## src/design/assert_macros.svh

```systemverilog
// Assertion macros shared by the deframer RTL.
`ifndef ASSERT_MACROS_SVH
`define ASSERT_MACROS_SVH

`ifndef NO_ASSERTIONS

// Same-cycle implication, checked at every rising edge outside reset.
`define ASSERT_IMP(name, clk, rst, pre, post) \
  name: assert property (@(posedge clk) disable iff (rst) (pre) |-> (post)) \
    else $error("%m: implication check failed");

// Next-cycle implication.
`define ASSERT_NXT(name, clk, rst, pre, post) \
  name: assert property (@(posedge clk) disable iff (rst) (pre) |=> (post)) \
    else $error("%m: next-cycle check failed");

`else

`define ASSERT_IMP(name, clk, rst, pre, post)
`define ASSERT_NXT(name, clk, rst, pre, post)

`endif

`endif

```

## src/design/pbd_pkg.sv

```systemverilog
// Types and constants for the packet batch deframer.
`timescale 1ns / 1ps
`default_nettype none

package pbd_pkg;

  localparam int BATCH_HDR_BYTES = 24;
  localparam int LEN_BYTES       = 2;
  localparam int WORD_BYTES      = 16;
  localparam int PREFIX_BYTES    = LEN_BYTES + WORD_BYTES;
  localparam int QUEUE_DEPTH     = 4;

  localparam logic [1:0] KIND_HEADER = 2'd0;
  localparam logic [1:0] KIND_DATA   = 2'd1;
  localparam logic [1:0] KIND_OK     = 2'd2;
  localparam logic [1:0] KIND_ERROR  = 2'd3;

  localparam logic [1:0] ERR_BATCH_SHORT = 2'd0;
  localparam logic [1:0] ERR_PREFIX_CUT  = 2'd1;
  localparam logic [1:0] ERR_DATA_CUT    = 2'd2;

  localparam logic REG_EMIT_ENABLE = 1'b0;

  typedef enum logic [2:0] {
    PH_BATCH  = 3'd0,
    PH_PREFIX = 3'd1,
    PH_DATA   = 3'd2,
    PH_TAIL   = 3'd3
  } phase_t;

  typedef struct packed {
    logic [7:0] msg_byte;
    logic       msg_last;
  } msg_beat_t;

  typedef struct packed {
    logic [1:0]  kind;
    logic [15:0] packet_number;
    logic [31:0] ts_seconds;
    logic [31:0] ts_microseconds;
    logic [31:0] capture_length;
    logic [31:0] wire_length;
    logic [15:0] data_length;
    logic [7:0]  data_byte;
    logic        last_data;
    logic [1:0]  error_code;
    logic [15:0] batch_packet_count;
  } res_beat_t;

  // Up to two results from one message beat: packet result, then end result.
  typedef struct packed {
    logic      a_valid;
    logic      b_valid;
    res_beat_t a;
    res_beat_t b;
  } res_push_t;

endpackage

`default_nettype wire

```

## src/design/pbd_queue.sv

```systemverilog
// Small result queue: takes up to two results per cycle, hands out one per beat.
`timescale 1ns / 1ps
`default_nettype none
`include "assert_macros.svh"

module pbd_queue (
  input  logic              clk,
  input  logic              rst,
  input  pbd_pkg::res_push_t push,
  output logic              room,
  output logic              res_valid,
  input  logic              res_ready,
  output pbd_pkg::res_beat_t res
);
  import pbd_pkg::*;

  localparam int DEPTH = QUEUE_DEPTH;
  localparam int PTR_W = $clog2(DEPTH);
  localparam int CNT_W = $clog2(DEPTH + 1);

  res_beat_t        entries [DEPTH];
  logic [PTR_W-1:0] head;
  logic [PTR_W-1:0] wr0;
  logic [PTR_W-1:0] wr1;
  logic [CNT_W-1:0] count;
  logic [CNT_W-1:0] count_next;
  logic [1:0]       push_n;
  logic             pop;
  res_beat_t        first;

  assign push_n    = {1'b0, push.a_valid} + {1'b0, push.b_valid};
  assign first     = push.a_valid ? push.a : push.b;
  assign wr0       = head + count[PTR_W-1:0];
  assign wr1       = wr0 + PTR_W'(1);
  assign room      = (count <= CNT_W'(DEPTH - 2));
  assign res_valid = (count != '0);
  assign res       = entries[head];
  assign pop       = res_valid & res_ready;
  assign count_next = count + CNT_W'(push_n) - CNT_W'(pop);

  always_ff @(posedge clk) begin
    if (rst) begin
      head  <= '0;
      count <= '0;
    end else begin
      head  <= head + PTR_W'(pop);
      count <= count_next;
    end
  end

  always_ff @(posedge clk) begin
    if (push_n != 2'd0) begin
      entries[wr0] <= first;
    end
    if (push_n == 2'd2) begin
      entries[wr1] <= push.b;
    end
  end

  `ASSERT_IMP(a_push_needs_room, clk, rst, push_n != 2'd0, room)
  `ASSERT_NXT(a_pop_drains, clk, rst, pop && (push_n == 2'd0), count == $past(count) - CNT_W'(1))
  `ASSERT_IMP(a_count_bound, clk, rst, 1'b1, count <= CNT_W'(DEPTH))

endmodule

`default_nettype wire

```

## src/design/packet_batch_deframer.sv

```systemverilog
// Top level: batch message parser, result queue and register port.
//
//  channel  | handshake                       | payload
//  ---------+---------------------------------+----------------------------
//  msg      | msg_valid / msg_ready           | msg (msg_byte, msg_last)
//  res      | res_valid / res_ready           | res (packet header, data,
//           |                                 |      ok or error results)
//  config   | psel/penable/pwrite, pready = 1 | paddr, pwdata, prdata
//
// One message byte is taken per cycle; the parser state updates in that cycle
// and its results land in a four-entry queue that drives res.
// A byte gives at most two results; msg_ready drops while the queue holds
// more than two, so sustained rate is one byte per cycle while res drains.
// Synchronous reset returns the parser to the batch header and empties the queue.
`timescale 1ns / 1ps
`default_nettype none
`include "assert_macros.svh"

module packet_batch_deframer (
  input  logic               clk,
  input  logic               rst,
  input  logic               msg_valid,
  output logic               msg_ready,
  input  pbd_pkg::msg_beat_t msg,
  output logic               res_valid,
  input  logic               res_ready,
  output pbd_pkg::res_beat_t res,
  input  logic               psel,
  input  logic               penable,
  input  logic               pwrite,
  input  logic [2:0]         paddr,
  input  logic [31:0]        pwdata,
  output logic [31:0]        prdata,
  output logic               pready
);
  import pbd_pkg::*;

  phase_t      phase;
  phase_t      phase_next;
  logic [4:0]  byte_position;
  logic [4:0]  byte_position_next;
  logic [15:0] packets_total;
  logic [15:0] packets_total_next;
  logic [15:0] packets_done;
  logic [15:0] packets_done_next;
  logic [15:0] data_remaining;
  logic [15:0] data_remaining_next;
  logic [31:0] header_words [4];
  logic [31:0] header_words_next [4];
  logic        emit_enable;

  logic        accept;
  logic        room;
  logic        finish;
  logic [4:0]  word_offset;
  logic [1:0]  word_sel;
  res_push_t   push;

  // Register port
  assign pready = 1'b1;
  assign prdata = (paddr[2] == REG_EMIT_ENABLE) ? {31'd0, emit_enable} : 32'd0;

  always_ff @(posedge clk) begin
    if (rst) begin
      emit_enable <= 1'b1;
    end else if (psel && penable && pwrite && (paddr[2] == REG_EMIT_ENABLE)) begin
      emit_enable <= pwdata[0];
    end
  end

  assign msg_ready   = room;
  assign accept      = msg_valid & msg_ready;
  assign word_offset = byte_position - 5'(LEN_BYTES);
  assign word_sel    = word_offset[3:2];

  always_comb begin
    phase_next          = phase;
    byte_position_next  = byte_position;
    packets_total_next  = packets_total;
    packets_done_next   = packets_done;
    data_remaining_next = data_remaining;
    header_words_next   = header_words;
    finish              = 1'b0;
    push                = '0;

    if (accept) begin
      unique case (phase)
        PH_BATCH: begin
          if (byte_position == 5'd2) begin
            packets_total_next = {msg.msg_byte, 8'd0};
          end else if (byte_position == 5'd3) begin
            packets_total_next = {packets_total[15:8], msg.msg_byte};
          end
          byte_position_next = byte_position + 5'd1;
          if (byte_position == 5'(BATCH_HDR_BYTES - 1)) begin
            byte_position_next = '0;
            phase_next = (packets_total_next == 16'd0) ? PH_TAIL : PH_PREFIX;
          end
        end
        PH_PREFIX: begin
          if (byte_position == 5'd0) begin
            data_remaining_next = {msg.msg_byte, 8'd0};
          end else if (byte_position == 5'd1) begin
            data_remaining_next = {data_remaining[15:8], msg.msg_byte};
          end else begin
            header_words_next[word_sel] = {header_words[word_sel][23:0], msg.msg_byte};
          end
          byte_position_next = byte_position + 5'd1;
          if (byte_position == 5'(PREFIX_BYTES - 1)) begin
            push.a_valid                = emit_enable;
            push.a.kind                 = KIND_HEADER;
            push.a.packet_number        = packets_done + 16'd1;
            push.a.ts_seconds           = header_words_next[0];
            push.a.ts_microseconds      = header_words_next[1];
            push.a.capture_length       = header_words_next[2];
            push.a.wire_length          = header_words_next[3];
            push.a.data_length          = data_remaining;
            byte_position_next          = '0;
            if (data_remaining == 16'd0) begin
              finish = 1'b1;
            end else begin
              phase_next = PH_DATA;
            end
          end
        end
        PH_DATA: begin
          push.a_valid         = emit_enable;
          push.a.kind          = KIND_DATA;
          push.a.packet_number = packets_done + 16'd1;
          push.a.data_byte     = msg.msg_byte;
          push.a.last_data     = (data_remaining == 16'd1);
          data_remaining_next  = data_remaining - 16'd1;
          if (data_remaining_next == 16'd0) begin
            finish = 1'b1;
          end
        end
        PH_TAIL: begin
          // trailing bytes after the last counted packet are dropped
        end
        default: begin
          phase_next = PH_BATCH;
        end
      endcase

      if (finish) begin
        packets_done_next  = packets_done + 16'd1;
        byte_position_next = '0;
        phase_next = (packets_done_next >= packets_total_next) ? PH_TAIL : PH_PREFIX;
      end

      if (msg.msg_last) begin
        push.b_valid              = 1'b1;
        push.b.batch_packet_count = packets_total_next;
        push.b.packet_number      = packets_done_next + 16'd1;
        push.b.kind               = KIND_ERROR;
        unique case (phase_next)
          PH_BATCH: begin
            push.b.error_code         = ERR_BATCH_SHORT;
            push.b.packet_number      = 16'd0;
            push.b.batch_packet_count = 16'd0;
          end
          PH_PREFIX: push.b.error_code = ERR_PREFIX_CUT;
          PH_DATA:   push.b.error_code = ERR_DATA_CUT;
          default: begin
            push.b.kind          = KIND_OK;
            push.b.packet_number = 16'd0;
          end
        endcase
        // message ends: next byte opens a new batch header
        phase_next          = PH_BATCH;
        byte_position_next  = '0;
        packets_total_next  = '0;
        packets_done_next   = '0;
        data_remaining_next = '0;
      end
    end
  end

  always_ff @(posedge clk) begin
    if (rst) begin
      phase          <= PH_BATCH;
      byte_position  <= '0;
      packets_total  <= '0;
      packets_done   <= '0;
      data_remaining <= '0;
    end else begin
      phase          <= phase_next;
      byte_position  <= byte_position_next;
      packets_total  <= packets_total_next;
      packets_done   <= packets_done_next;
      data_remaining <= data_remaining_next;
    end
  end

  // header words are always fully shifted in before they are shown
  always_ff @(posedge clk) begin
    header_words <= header_words_next;
  end

  pbd_queue u_queue (
    .clk       (clk),
    .rst       (rst),
    .push      (push),
    .room      (room),
    .res_valid (res_valid),
    .res_ready (res_ready),
    .res       (res)
  );

  `ASSERT_NXT(a_last_restarts, clk, rst, accept && msg.msg_last, (phase == PH_BATCH) && (byte_position == 5'd0) && (packets_done == 16'd0))
  `ASSERT_IMP(a_data_nonzero, clk, rst, phase == PH_DATA, data_remaining != 16'd0)
  `ASSERT_IMP(a_batch_no_done, clk, rst, phase == PH_BATCH, packets_done == 16'd0)

endmodule

`default_nettype wire

```

## config.mk

```make
export PLATFORM = sky130hd
export DESIGN_NAME = packet_batch_deframer
export DESIGN_NICKNAME = d
export VERILOG_FILES = /design/src/design/pbd_pkg.sv /design/src/design/pbd_queue.sv /design/src/design/packet_batch_deframer.sv
export VERILOG_INCLUDE_DIRS = /design/src /design/src/design
export SDC_FILE = /design/constraint.sdc
export NUM_CORES = 2
export LEC_CHECK = 0
export BUFFER_PORTS_ARGS = -buffer_cell sky130_fd_sc_hd__buf_2
export CAP_MARGIN = 10
export CORE_UTILIZATION = 55
export DETAILED_ROUTE_END_ITERATION = 8
export PLACE_DENSITY = 0.73
export SLEW_MARGIN = 10
export SYNTH_ARGS = -nofsm -noshare
export SYNTH_HDL_FRONTEND = slang
export SYNTH_HIERARCHICAL = 1
export SYNTH_SLANG_ARGS = --single-unit
export TNS_END_PERCENT = 5
```

## constraint.sdc

```tcl
create_clock -name clk -period 19.24 [get_ports clk]
set_clock_uncertainty 0.05 [all_clocks]
set_input_delay 3.848 -clock clk [delete_from_list [all_inputs] [get_ports clk]]
set_output_delay 3.848 -clock clk [all_outputs]
set_load 0.05 [all_outputs]
```

==> flow_summary_export.csv <==
group,metric,value,unit
worst_setup_path,slowest_delay,890,ps
sta,slew_headroom,0.2512,
sta,finalSetupViolCount,0,
floorplan,start_util,0.5551,
job,timing.max_cap.violations,0,
logic_synthesis,yosys.cell_types.count,90,
grt,grt_pass1_vias,32286,
grt,gr-usage-met2,0.4900,
routing,first_pass_iters,5,
worst_setup_path,crit_family,"buffers and inverters",
power_and_ir_drop,clkPwrFrac,0.281,
grt,grt_max_degree,187,
clock_tree,cts_sinks,946,
worst_setup_path,end_kind,"flip-flop",
worst_setup_path,cp_max_fo,56,
power_and_ir_drop,p_leak,18.77,nW
worst_setup_path,crit_type,"in2reg",
power_and_ir_drop,power_frac_comb,0.299,
cells_and_area,nets,4162,
grt,grt_usage,0.3027,
logic_synthesis,yosys_warnings,6,
cells_and_area,fin_area,0.05526,sq mm
floorplan,dieArea,0.08875,sq mm
placement,io_buffers,209,
clock_tree,post-cts-setup-buffers,0,
floorplan,rows,108,
routing,wl_per_cell,25.32,um
grt,grt_busiest_layer,"met2",
floorplan,dieHeight,297.9,um
worst_setup_path,reg2reg_slack,13380,ps
placement,dpl_cell_area,0.05212,sq mm
logic_synthesis,ys_seq_elements,946,
cells_and_area,nFillCells,6585,
sta,setup_tns,0,ps
logic_synthesis,async_flop_share,0,
worst_setup_path,cp_num_buf_inv,6,
cells_and_area,final_cell_mix,"edfxtp_1 (884), o2bb2ai_1 (756), conb_1 (663)",
hold_path,holdPathEnd,"packets_total[7]",
cells_and_area,syn_to_final_growth,14.74,%
power_and_ir_drop,p_switching,2.378,mW
power_and_ir_drop,power.internal,4.304,mW
sta,maxSlewViolCount,0,
floorplan,design.core.area,0.08675,sq mm
hold_path,hold_depth,2,
routing,drtIter0Drc,3376,
power_and_ir_drop,seqPwrFrac,0.421,
worst_setup_path,startpoint_type,"primary input",
sta,worst_slew_pin_slew,1123,ps
worst_setup_path,crit_arrival,8740,ps
cells_and_area,drive_gt1_frac,0.1927,
clock_tree,post_cts_resized,0,
worst_setup_path,r2r_end,"u_queue/entries[1][115]",
logic_synthesis,netlist_area,0.04816,sq mm
clock_tree,hold_buffers,0,
clock_tree,clk_pin_slew,60,ps
logic_synthesis,yosys.area.top_type_share,0.5512,
logic_synthesis,synth_cells,3407,
sta,period_minus_slack,8496,ps
clock_tree,h-tree-depth,3,
grt,grt.met1_usage,0.4197,
worst_setup_path,r2r_start,"u_queue/count[1]",
floorplan,die-width,297.9,um
grt,antenna_found_initial,8,
logic_synthesis,ys.flop_type,"edfxtp_1",
grt,grt_pass1_wl,203.4,mm
worst_setup_path,rr_worst_depth,14,
logic_synthesis,synth_top_cell_by_area,"edfxtp_1",
clock_tree,cts_tree,"built",
cells_and_area,final_common_cell,"edfxtp_1",
clock_tree,cts_root_buf,"clkbuf_16",
sta,hold_viol_final,0,
grt,overflow,0,
logic_synthesis,syn_area_per_cell,14.13,sq um
logic_synthesis,synth_edf_count,884,
worst_setup_path,crit_top_cell,"buf_4",
routing,viasPerCell,6.134,
routing,via_count,32628,
power_and_ir_drop,powerDensity,120.9,mW/mm^2
routing,drt.antenna.violating_nets,0,
clock_tree,numCtsBuffers,98,
worst_setup_path,cp_cell_sequence,"buf_2 > and2_1 > buf_4 > and2_4 > nor2_1 > buf_4 > nor2b_4 > inv_1 > ha_1 > nand2_1 > o21ai_0 > nor2_4 > buf_4 > buf_4",
clock_tree,max-clock-path-buffers,3,
sta,grt_setup_unrepaired,"no",
logic_synthesis,synth_area_leaders,"edfxtp_1 (55%), o2bb2ai_1 (14%), mux4_2 (10%)",
sta,clock.fmax,0.1177,GHz
power_and_ir_drop,ir_drop,0.1372,mV
power_and_ir_drop,swShare,0.3559,
outcome,status,"finished clean",
worst_setup_path,critPathRequiredTime,19480,ps
sta,period_share,0.4416,
routing,drc,0,
cells_and_area,multi_input_area,0.02122,sq mm
placement,gp_congestion,0.9077,
hold_path,hp-class,"reg2reg",
floorplan,design.portCount,275,
worst_setup_path,crit_slowest_cell,"buf_4",
clock_tree,clock_latency,680,ps
hold_path,min_from,"packets_total[7]",
routing,wl,134.7,mm
cells_and_area,seqCellArea,0.02779,sq mm
logic_synthesis,ys_seq_area_frac,0.5770,
placement,dp_hpwl,75.05,mm
grt,use_met3,0.05112,
## worst reg2reg max path, cell delays in order (launching register included)
cell	delay (ps)
dfxtp_1	370
a21oi_1	230
and2_1	160
buf_4	360
and2_4	570
nor2_1	110
buf_4	200
nor2b_4	440
inv_1	100
ha_1	210
nand2_1	60
o21ai_0	230
nor2_4	870
buf_4	570
buf_4	910
## cell type report
class,instances,area share
Tap cell,1155,0.02615
Sequential cell,946,0.5030
Antenna cell,2,0.00009057
Inverter,26,0.001766
Clock buffer,132,0.04816
Timing Repair Buffer,268,0.02830
Multi-Input combinational cell,2739,0.3840
Clock inverter,51,0.008582
## how the worst max path moves through the flow
stage | from | end | slack [ps] | depth (start not counted)
2_1_floorplan | msg_valid | u_queue/entries[1][0] | 4380 | 14
3_3_place_gp | msg_valid | u_queue/entries[1][130] | 10170 | 14
3_5_place_dp | msg_valid | u_queue/entries[1][132] | 10140 | 14
4_1_cts | msg_valid | u_queue/entries[1][114] | 10840 | 14
5_1_grt | msg_valid | u_queue/entries[1][99] | 10570 | 14
6_report | msg_valid | u_queue/entries[1][115] | 10740 | 14
## flip-flops by register name (all words and copies together), names as in the netlist
signal           flops
u_queue/entries    756
header_words       128
data_remaining      16
packets_done        16
packets_total       16
byte_position        5
phase                3
u_queue/count        3
u_queue/head         2
emit_enable          1
## kinds of logic after synthesis
kind of cell    count (synthesis)  synth area share
xor+xnor                       50          0.009717
buf+inv                       383           0.03687
compound gates                958            0.1651
fa+ha+maj                      32          0.008470
other cells                     2         0.0001559
simple gates                  686           0.07098
flops                         946            0.5770
mux                           350            0.1317
## power by group through the flow
stage,Clock [mW],Sequential (mW),Combinational (mW)
after CTS,1.89,2.81,2.01
final,1.87,2.81,2.00
after floorplan,0,2.94,1.47
after detailed placement,0,2.86,2.01
after global placement,0,2.84,2.00
after global routing,1.97,2.84,2.08
## metrics by stage
| stage | util | setup slack (ps) | hold slack (ps) | std cells | power [mW] |
|---|---|---|---|---|---|
| final | 0.6370 | 10740 | 462.9 | 5319 | 6.681 |
| after global routing | 0.6369 | 10570 | 515.9 | 5318 | 6.887 |
| after CTS | 0.6369 | 10840 | 464.4 | 5317 | 6.719 |
| after detailed placement | 0.6008 | 10140 | 448.1 | 5134 | 4.862 |
| after floorplan | - | 4382 | 392.2 | 4068 | 4.412 |
| after global placement | 0.6008 | 10170 | 445.4 | 5134 | 4.841 |
## cell usage after synthesis (5+ instances only)
library cell,n
edfxtp_1,884
o2bb2ai_1,756
nand2_1,241
mux4_2,214
clkbuf_1,177
nor2_1,134
and2_1,133
mux2_2,128
buf_2,110
a21oi_1,64
dfxtp_1,62
buf_4,38
nor3_1,33
o21ai_0,33
ha_1,31
and3_1,30
xnor2_1,30
inv_1,26
nand3_1,25
buf_1,24
nor4_1,21
a22oi_1,19
a31oi_1,18
xor2_1,18
o21a_1,11
a21o_1,8
mux2i_1,8
nor2b_1,8
or3_1,8
buf_6,6
nand4_1,6
nand2b_1,5
nand4b_1,5
o21ai_2,5
or4_1,5
## per-layer routing
| metal | share of wire | up-vias |
|---|---|---|
| met2 | 0.48 | 1571 |
| met5 | 0 | - |
| met4 | 0.029 | 0 |
| met1 | 0.40 | 16292 |
| met3 | 0.088 | 250 |
| li1 | - | 14515 |
Note: power is estimated with default switching activity, not from simulation.
